[src/sbfp_pkg.sv]
// ----------------------------------------------------------------------------
// sbfp_pkg
// shared constants and types for the header byte frame parser
// ----------------------------------------------------------------------------
package sbfp_pkg;

    localparam logic [7:0] HEADER_VALUE = 8'h55;
    localparam int         FRAME_LEN    = 11;
    localparam int         PAIR_CNT     = 5;
    localparam int         CNT_W        = 4;

    localparam logic [CNT_W-1:0] CNT_FULL = CNT_W'(FRAME_LEN - 1);
    localparam logic [CNT_W-1:0] CNT_ZERO = '0;

    typedef logic [7:0]       byte_t;
    typedef logic [15:0]      word_t;
    typedef logic [CNT_W-1:0] cnt_t;

endpackage

[src/sbfp_channels.sv]
// ----------------------------------------------------------------------------
// sbfp channels
// valid/ready channels for received bytes and decoded frames
// ----------------------------------------------------------------------------
interface sbfp_byte_if;
    import sbfp_pkg::*;

    logic  valid;
    logic  ready;
    byte_t rx_byte;

    modport source (output valid, output rx_byte, input ready);
    modport sink   (input valid, input rx_byte, output ready);
endinterface

interface sbfp_frame_if;
    import sbfp_pkg::*;

    logic  valid;
    logic  ready;
    byte_t frame_type;
    word_t word_zero;
    word_t word_one;
    word_t word_two;
    word_t word_three;

    modport source (output valid, output frame_type, output word_zero, output word_one,
                    output word_two, output word_three, input ready);
    modport sink   (input valid, input frame_type, input word_zero, input word_one,
                    input word_two, input word_three, output ready);
endinterface

[src/sync_byte_frame_parser.sv]
// ----------------------------------------------------------------------------
// sync_byte_frame_parser
// finds 0x55-headed 11-byte frames with an additive checksum in a byte stream
// ----------------------------------------------------------------------------
// usage
//   rx     : one received serial byte per beat (valid/ready)
//   frame  : one beat per good frame: frame type and four little-endian words
//   a byte goes into an input register on the beat; once the output register
//   is free, the window logic appends it, checks the header and, with 11 bytes
//   held, checks that the 8-bit sum of the first 10 bytes equals the 11th
//   the result of the closing byte passes the input register and then the
//   output register before frame.valid rises
//   throughput: one byte per cycle unless the output stalls; the window
//   update is one pass of append/shift muxes and a 10-input 8-bit adder tree
//   stall: the output register holds a result until taken; the input register
//   still takes one more byte meanwhile, then rx.ready drops until the output
//   frees up
//   reset: fill count cleared, input and output registers empty; window bytes
//   are not cleared since only entries below the fill count are ever read
// ----------------------------------------------------------------------------
module sync_byte_frame_parser (
    input  logic                clk,
    input  logic                rst_n,
    sbfp_byte_if.sink           rx,
    sbfp_frame_if.source        frame
);
    import sbfp_pkg::*;

    // input register
    logic  byte_vld_reg;
    byte_t byte_reg;

    // window state
    byte_t window_reg [FRAME_LEN];
    byte_t window_next [FRAME_LEN];
    cnt_t  fill_count_reg;
    cnt_t  fill_count_next;

    // output register
    logic  frame_vld_reg;
    byte_t frame_type_reg;
    word_t word_zero_reg;
    word_t word_one_reg;
    word_t word_two_reg;
    word_t word_three_reg;

    logic  out_free;
    logic  step;
    logic  emit;
    cnt_t  fill_eff;
    byte_t front;
    logic  hdr_bad;
    logic  full;
    byte_t appended [FRAME_LEN];
    byte_t pair_sum [PAIR_CNT];
    byte_t sum;

    // the window stage runs while a byte is held and the output is free
    assign out_free = !frame_vld_reg || frame.ready;
    assign step     = byte_vld_reg && out_free;
    assign rx.ready = !byte_vld_reg || out_free;

    always_ff @(posedge clk or negedge rst_n)
    begin
        if (!rst_n)
        begin
            byte_vld_reg <= 1'b0;
        end
        else if (rx.ready)
        begin
            byte_vld_reg <= rx.valid;
        end
    end

    always_ff @(posedge clk)
    begin
        if (rx.ready && rx.valid)
        begin
            byte_reg <= rx.rx_byte;
        end
    end

    // window step
    always_comb
    begin
        // guard: an out-of-range count behaves as an empty window
        fill_eff = (fill_count_reg > CNT_FULL) ? CNT_ZERO : fill_count_reg;

        for (int i = 0; i < FRAME_LEN; i++)
        begin
            appended[i] = (cnt_t'(i) == fill_eff) ? byte_reg : window_reg[i];
        end

        front   = appended[0];
        hdr_bad = (front != HEADER_VALUE);
        full    = (fill_eff == CNT_FULL);

        // balanced adder tree over the first ten bytes
        for (int k = 0; k < PAIR_CNT; k++)
        begin
            pair_sum[k] = window_reg[2*k] + window_reg[2*k+1];
        end
        sum = (pair_sum[0] + pair_sum[1]) + (pair_sum[2] + pair_sum[3]) + pair_sum[4];

        emit            = 1'b0;
        fill_count_next = fill_count_reg;
        for (int i = 0; i < FRAME_LEN; i++)
        begin
            window_next[i] = window_reg[i];
        end

        if (step)
        begin
            priority if (hdr_bad || (full && sum != byte_reg))
            begin
                // drop the front byte: append then shift down by one
                for (int i = 0; i < FRAME_LEN - 1; i++)
                begin
                    window_next[i] = appended[i+1];
                end
                window_next[FRAME_LEN-1] = appended[FRAME_LEN-1];
                fill_count_next = fill_eff;
            end
            else if (!full)
            begin
                for (int i = 0; i < FRAME_LEN; i++)
                begin
                    window_next[i] = appended[i];
                end
                fill_count_next = fill_eff + cnt_t'(1);
            end
            else
            begin
                emit            = 1'b1;
                fill_count_next = CNT_ZERO;
            end
        end
    end

    always_ff @(posedge clk or negedge rst_n)
    begin
        if (!rst_n)
        begin
            fill_count_reg <= CNT_ZERO;
        end
        else
        begin
            fill_count_reg <= fill_count_next;
        end
    end

    always_ff @(posedge clk)
    begin
        for (int i = 0; i < FRAME_LEN; i++)
        begin
            window_reg[i] <= window_next[i];
        end
    end

    // output register
    always_ff @(posedge clk or negedge rst_n)
    begin
        if (!rst_n)
        begin
            frame_vld_reg <= 1'b0;
        end
        else
        begin
            frame_vld_reg <= emit || (frame_vld_reg && !frame.ready);
        end
    end

    always_ff @(posedge clk)
    begin
        if (emit)
        begin
            frame_type_reg <= window_reg[1];
            word_zero_reg  <= {window_reg[3], window_reg[2]};
            word_one_reg   <= {window_reg[5], window_reg[4]};
            word_two_reg   <= {window_reg[7], window_reg[6]};
            word_three_reg <= {window_reg[9], window_reg[8]};
        end
    end

    assign frame.valid      = frame_vld_reg;
    assign frame.frame_type = frame_type_reg;
    assign frame.word_zero  = word_zero_reg;
    assign frame.word_one   = word_one_reg;
    assign frame.word_two   = word_two_reg;
    assign frame.word_three = word_three_reg;

`ifndef SYNTHESIS
    // fill count never leaves 0..10
    a_fill_range: assert property (@(posedge clk) disable iff (!rst_n)
        fill_count_reg <= CNT_FULL)
        else $error("fill count out of range");

    // a good frame empties the window and lands in the output register
    a_emit_clears: assert property (@(posedge clk) disable iff (!rst_n)
        emit |=> (fill_count_reg == CNT_ZERO) && frame_vld_reg)
        else $error("frame emit did not clear window");

    // the window count moves only when a byte is processed
    a_count_hold: assert property (@(posedge clk) disable iff (!rst_n)
        !step |=> $stable(fill_count_reg))
        else $error("fill count changed without a byte");

    // a frame is only produced from a full window with the header in front
    a_emit_full: assert property (@(posedge clk) disable iff (!rst_n)
        emit |-> (fill_eff == CNT_FULL) && (window_reg[0] == HEADER_VALUE))
        else $error("frame emitted from a partial window");
`endif

endmodule
[src/flat_wrapper.sv]
// flat-port wrapper written by rule: the top's interface ports become plain ports
module sync_byte_frame_parser_flat import sbfp_pkg::*;
  (clk, rst_n, rx_valid, rx_rx_byte, rx_ready, frame_valid, frame_frame_type, frame_word_zero, frame_word_one, frame_word_two, frame_word_three, frame_ready);
  sbfp_byte_if rx_i ();
  sbfp_frame_if frame_i ();
  input  logic clk;
  input  logic rst_n;
  input wire logic [$bits(rx_i.valid)-1:0] rx_valid;
  input wire logic [$bits(rx_i.rx_byte)-1:0] rx_rx_byte;
  output wire logic [$bits(rx_i.ready)-1:0] rx_ready;
  output wire logic [$bits(frame_i.valid)-1:0] frame_valid;
  output wire logic [$bits(frame_i.frame_type)-1:0] frame_frame_type;
  output wire logic [$bits(frame_i.word_zero)-1:0] frame_word_zero;
  output wire logic [$bits(frame_i.word_one)-1:0] frame_word_one;
  output wire logic [$bits(frame_i.word_two)-1:0] frame_word_two;
  output wire logic [$bits(frame_i.word_three)-1:0] frame_word_three;
  input wire logic [$bits(frame_i.ready)-1:0] frame_ready;
  assign rx_i.valid = rx_valid;
  assign rx_i.rx_byte = rx_rx_byte;
  assign rx_ready = rx_i.ready;
  assign frame_valid = frame_i.valid;
  assign frame_frame_type = frame_i.frame_type;
  assign frame_word_zero = frame_i.word_zero;
  assign frame_word_one = frame_i.word_one;
  assign frame_word_two = frame_i.word_two;
  assign frame_word_three = frame_i.word_three;
  assign frame_i.ready = frame_ready;
  sync_byte_frame_parser u_core (.clk(clk), .rst_n(rst_n), .rx(rx_i), .frame(frame_i));
endmodule
[config.mk]
export PLATFORM = sky130hd
export DESIGN_NAME = sync_byte_frame_parser_flat
export DESIGN_NICKNAME = d
export VERILOG_FILES = /design/src/sbfp_pkg.sv /design/src/sbfp_channels.sv /design/src/sync_byte_frame_parser.sv /design/src/flat_wrapper.sv
export SDC_FILE = /design/constraint.sdc
export NUM_CORES = 1
export LEC_CHECK = 0
export BUFFER_PORTS_ARGS = -buffer_cell sky130_fd_sc_hd__buf_2
export CAP_MARGIN = 20
export CORE_MARGIN = 5
export CORE_UTILIZATION = 39
export CTS_CLUSTER_SIZE = 10
export DETAILED_ROUTE_END_ITERATION = 8
export PLACE_DENSITY = 0.59
export SYNTH_ARGS = -nofsm -noshare
export SYNTH_HDL_FRONTEND = slang
export SYNTH_SLANG_ARGS = --single-unit
[constraint.sdc]
create_clock -name clk -period 23.6 [get_ports clk]
set_clock_uncertainty 0.15 [all_clocks]
set_input_delay 2.36 -clock clk [delete_from_list [all_inputs] [get_ports clk]]
set_output_delay 2.36 -clock clk [all_outputs]
set_load 0.02 [all_outputs]
==> impl_metrics.py <==
metrics = {
    "outcome": {
        "status": "finished clean",
    },
    "synthesis": {
        "synth_nets": 812,
        "synth_mux_area_share_pct": 5.41,
        "synthFlopType": "edfxtp_1",
        "synth_top_family_by_area": "compound AO/OA/AOI/OAI gates",
        "synth_most_common_cell": "edfxtp_1",
        "synth_top_area_cell": "edfxtp_1",
        "synth-compound-area-share_pct": 14.7,
        "synth-seq-area-share_pct": 53.9,
        "synth_area_sq_um": 9640,
        "synth.distinct_cells": 49,
        "synth_edf_count": 168,
        "synth_area_leaders": "edfxtp_1 (52%), fa_1 (10%), mux2i_1 (3.4%)",
        "ys_ff_latch": 174,
        "yosys.area_share.simple_pct": 6.57,
        "synth-xor-area-share_pct": 2.83,
        "async_flop_share_pct": 3.45,
        "yosys_warnings": 0,
        "yosys-top-cells-count": "edfxtp_1 (168), inv_1 (62), fa_1 (50)",
        "synthAdderAreaFrac_pct": 11.8,
        "syn_avg_cell_area_sq_um": 13.0,
        "synth_cells": 739,
        "yosysTopAreaCellShare_pct": 52.3,
    },
    "run": {
        "drv_cap": 0,
    },
    "timing": {
        "period_minus_slack_ns": 7.29,
        "fin_crit_sh_pct": 30.9,
        "tightest_slew_ns": 1.09,
        "fin_ws_ns": 16.31,
        "grt_setup_unrepaired": "false",
        "slew_headroom_pct": 27.6,
        "timing.hold.ws_ns": 0.332,
        "slew_viol_final": 0,
        "tns_ns": 0,
        "setup_violations": 0,
        "final-hold-violation-count": 0,
        "fmax_mhz": 137,
    },
    "worst_setup_path": {
        "worstPathCellList": "fa_1 -> inv_1 -> fa_1 -> fa_1 -> fa_1 -> inv_1 -> fa_1 -> fa_1 -> a21o_1 -> a21oi_1 -> o21ai_0 -> xnor3_1 -> buf_4 -> and2_1 -> a31oi_4 -> buf_4",
        "cp_max_fo": 75,
        "cp-start-kind": "flip-flop",
        "worstSetupPathType": "reg -> reg",
        "cp_common_cell": "fa_1",
        "crit_path_max_incr_delay_ns": 0.86,
        "end_kind": "flip-flop",
        "cp.arrival_ns": 7.19,
        "cp.required_ns": 23.50,
        "crit_path_top_delay_cell": "buf_4",
    },
    "detailed_routing": {
        "vias": 6666,
        "ant_nets": 0,
        "first_pass_iters": 7,
        "via_per_inst": 5.82,
        "drc": 0,
        "drt-total-wl_um": 27200,
        "wire_per_inst_um": 23.8,
        "drt_iter0_drc": 646,
    },
    "placed_design": {
        "dp_cells": 1114,
        "dpl.hpwl_um": 18500,
        "gp_congestion": 0.846,
        "port_buffers": 85,
        "pre_cts_slack_ns": 16.38,
    },
    "clock_network": {
        "cts_buffer_depth": 2,
        "clkTransAtPathRegs_ns": 0.07,
        "cts-buffers-inserted": 17,
        "cts_resized": 0,
        "cts_hold_buf": 0,
        "cts_tree": "done",
        "clk_latency_ns": 0.44,
        "htreeDepth": 4,
        "clock-root-buffer": "clkbuf_16",
        "clock_sinks": 174,
        "cts_setup_buffers": 0,
    },
    "power_and_ir_drop": {
        "powerDensity_nw_per_um2": 112,
        "clockPowerShare_pct": 22.1,
        "p_int_uw": 702,
        "p_comb_share_pct": 47.7,
        "seqPwrFrac_pct": 30.2,
        "vdd_drop_max_mv": 0.266,
        "power_switching_uw": 523,
        "p_leak_uw": 0.00384,
        "switching_share_pct": 42.7,
    },
    "die": {
        "core_region_area_sq_um": 24300,
        "initial_core_util_pct": 39.7,
        "io_pins": 86,
        "die_w_um": 167,
        "die_h_um": 167,
        "fp.dieArea_sq_um": 28000,
        "fp-row-count": 57,
    },
    "layout": {
        "drive_gt1_share_pct": 21.8,
        "largest_reg_flops": 88,
        "diodes": 0,
        "fin_cells": 1146,
        "fin_nets": 882,
        "syn_to_final_growth_pct": 13.4,
    },
    "grt": {
        "grt.overflow.total": 0,
        "grt_max_degree": 76,
        "grt_pass1_vias": 6609,
        "grt_antenna_before_repair": 1,
        "grt_pass1_wl_um": 42100,
        "track_usage_pct": 19.7,
    },
    "min_path": {
        "hp-class": "reg -> reg",
    },
}
==> cells by family after synthesis <==
| family | count (synthesis) |
|---|---|
| buffers and inverters | 113 |
| AND/OR/NAND/NOR | 127 |
| flip-flops | 174 |
| adder cells (fa/ha/maj) | 61 |
| multiplexers | 50 |
| XOR/XNOR | 28 |
| AO/OA/AOI/OAI | 186 |
==> through the flow <==
| stage | util, % | power, uW | instance area (sq um) |
|---|---|---|---|
| finish | 45.0 | 1220 | 10900 |
| global route | 45.0 | 1290 | 10900 |
| CTS | 45.0 | 1210 | 10900 |
| detailed placement | 42.7 | 947 | 10400 |
| global placement | 42.6 | 945 | 10400 |
| floorplan | - | 797 | 9640 |
==> critical path, delay by kind of cell (launching register included) <==
family                   cells  cell delay, ns
buffers and inverters        4            1.29
adder cells (fa/ha/maj)      6            2.97
AO/OA/AOI/OAI                4            1.19
flip-flops                   1            0.51
XOR/XNOR                     1            0.39
AND/OR/NAND/NOR              1            0.27
==> power by group through the flow <==
stage               combinational [uW]  sequential [uW]  clock (uW)
floorplan                          430              367           0
global placement                   568              377           0
detailed placement                 570              377           0
CTS                                571              370         273
global route                       635              371         289
finish                             584              370         270
==> final timing paths <==
path                                         start                          to  slack [ns]  cells after the start
max                        u_core.window_reg[3][2]     u_core.window_reg[0][1]       16.31                     16
min                        u_core.window_reg[9][0]  u_core.frame.word_three[8]        0.33                      0
max reg2reg                u_core.window_reg[3][2]     u_core.window_reg[0][1]       16.31                     16
min reg2reg                u_core.window_reg[9][0]  u_core.frame.word_three[8]        0.33                      0
max in group asynchronous                    rst_n    u_core.fill_count_reg[0]       21.56                      1
min in group asynchronous                    rst_n         u_core.byte_vld_reg        1.59                      1
==> layout make-up <==
class | instances | area [sq um]
sequential | 174 | 5190
timing repair buffer | 102 | 549
fill | 2244 | 13400
inverter | 62 | 233
multi-input combinational | 452 | 4000
clock inverter | 13 | 116
clock buffer | 19 | 433
tap | 324 | 405
==> cells in the final DEF, fill, tap and decap left out, types with 5 or more instances in the layout <==
cell       synthesis  final
a21oi_1           14     14
o211ai_1           5      5
o21a_1             9      9
o32ai_1           32     32
nor2_1            46     45
fa_1              50     50
nand2_1           22     22
mux2i_1           33     33
nor3_1             7      7
or2_2             27     27
o21ai_0           18     18
a221oi_1          32     32
mux2_2            17     17
o22ai_1           10     10
nand2b_1          11     11
xnor2_1           25     25
buf_2              9     88
ha_1              11     11
edfxtp_1         168    168
o31ai_1           16     16
buf_4              0     13
dfrtp_1            6      6
inv_1             62     62
a211oi_1          35     35
clkbuf_16          0     17
==> layer usage <==
layer / vias up / global-route usage, % / wire length [um]
li1: 2937 / - / -
met1: 3339 / 27.5 / 11500
met2: 352 / 31.2 / 12900
met3: 38 / 4.05 / 2280
met4: 0 / 5.68 / 559
met5: - / 0 / 0
Power figures use the tool's default switching activity.
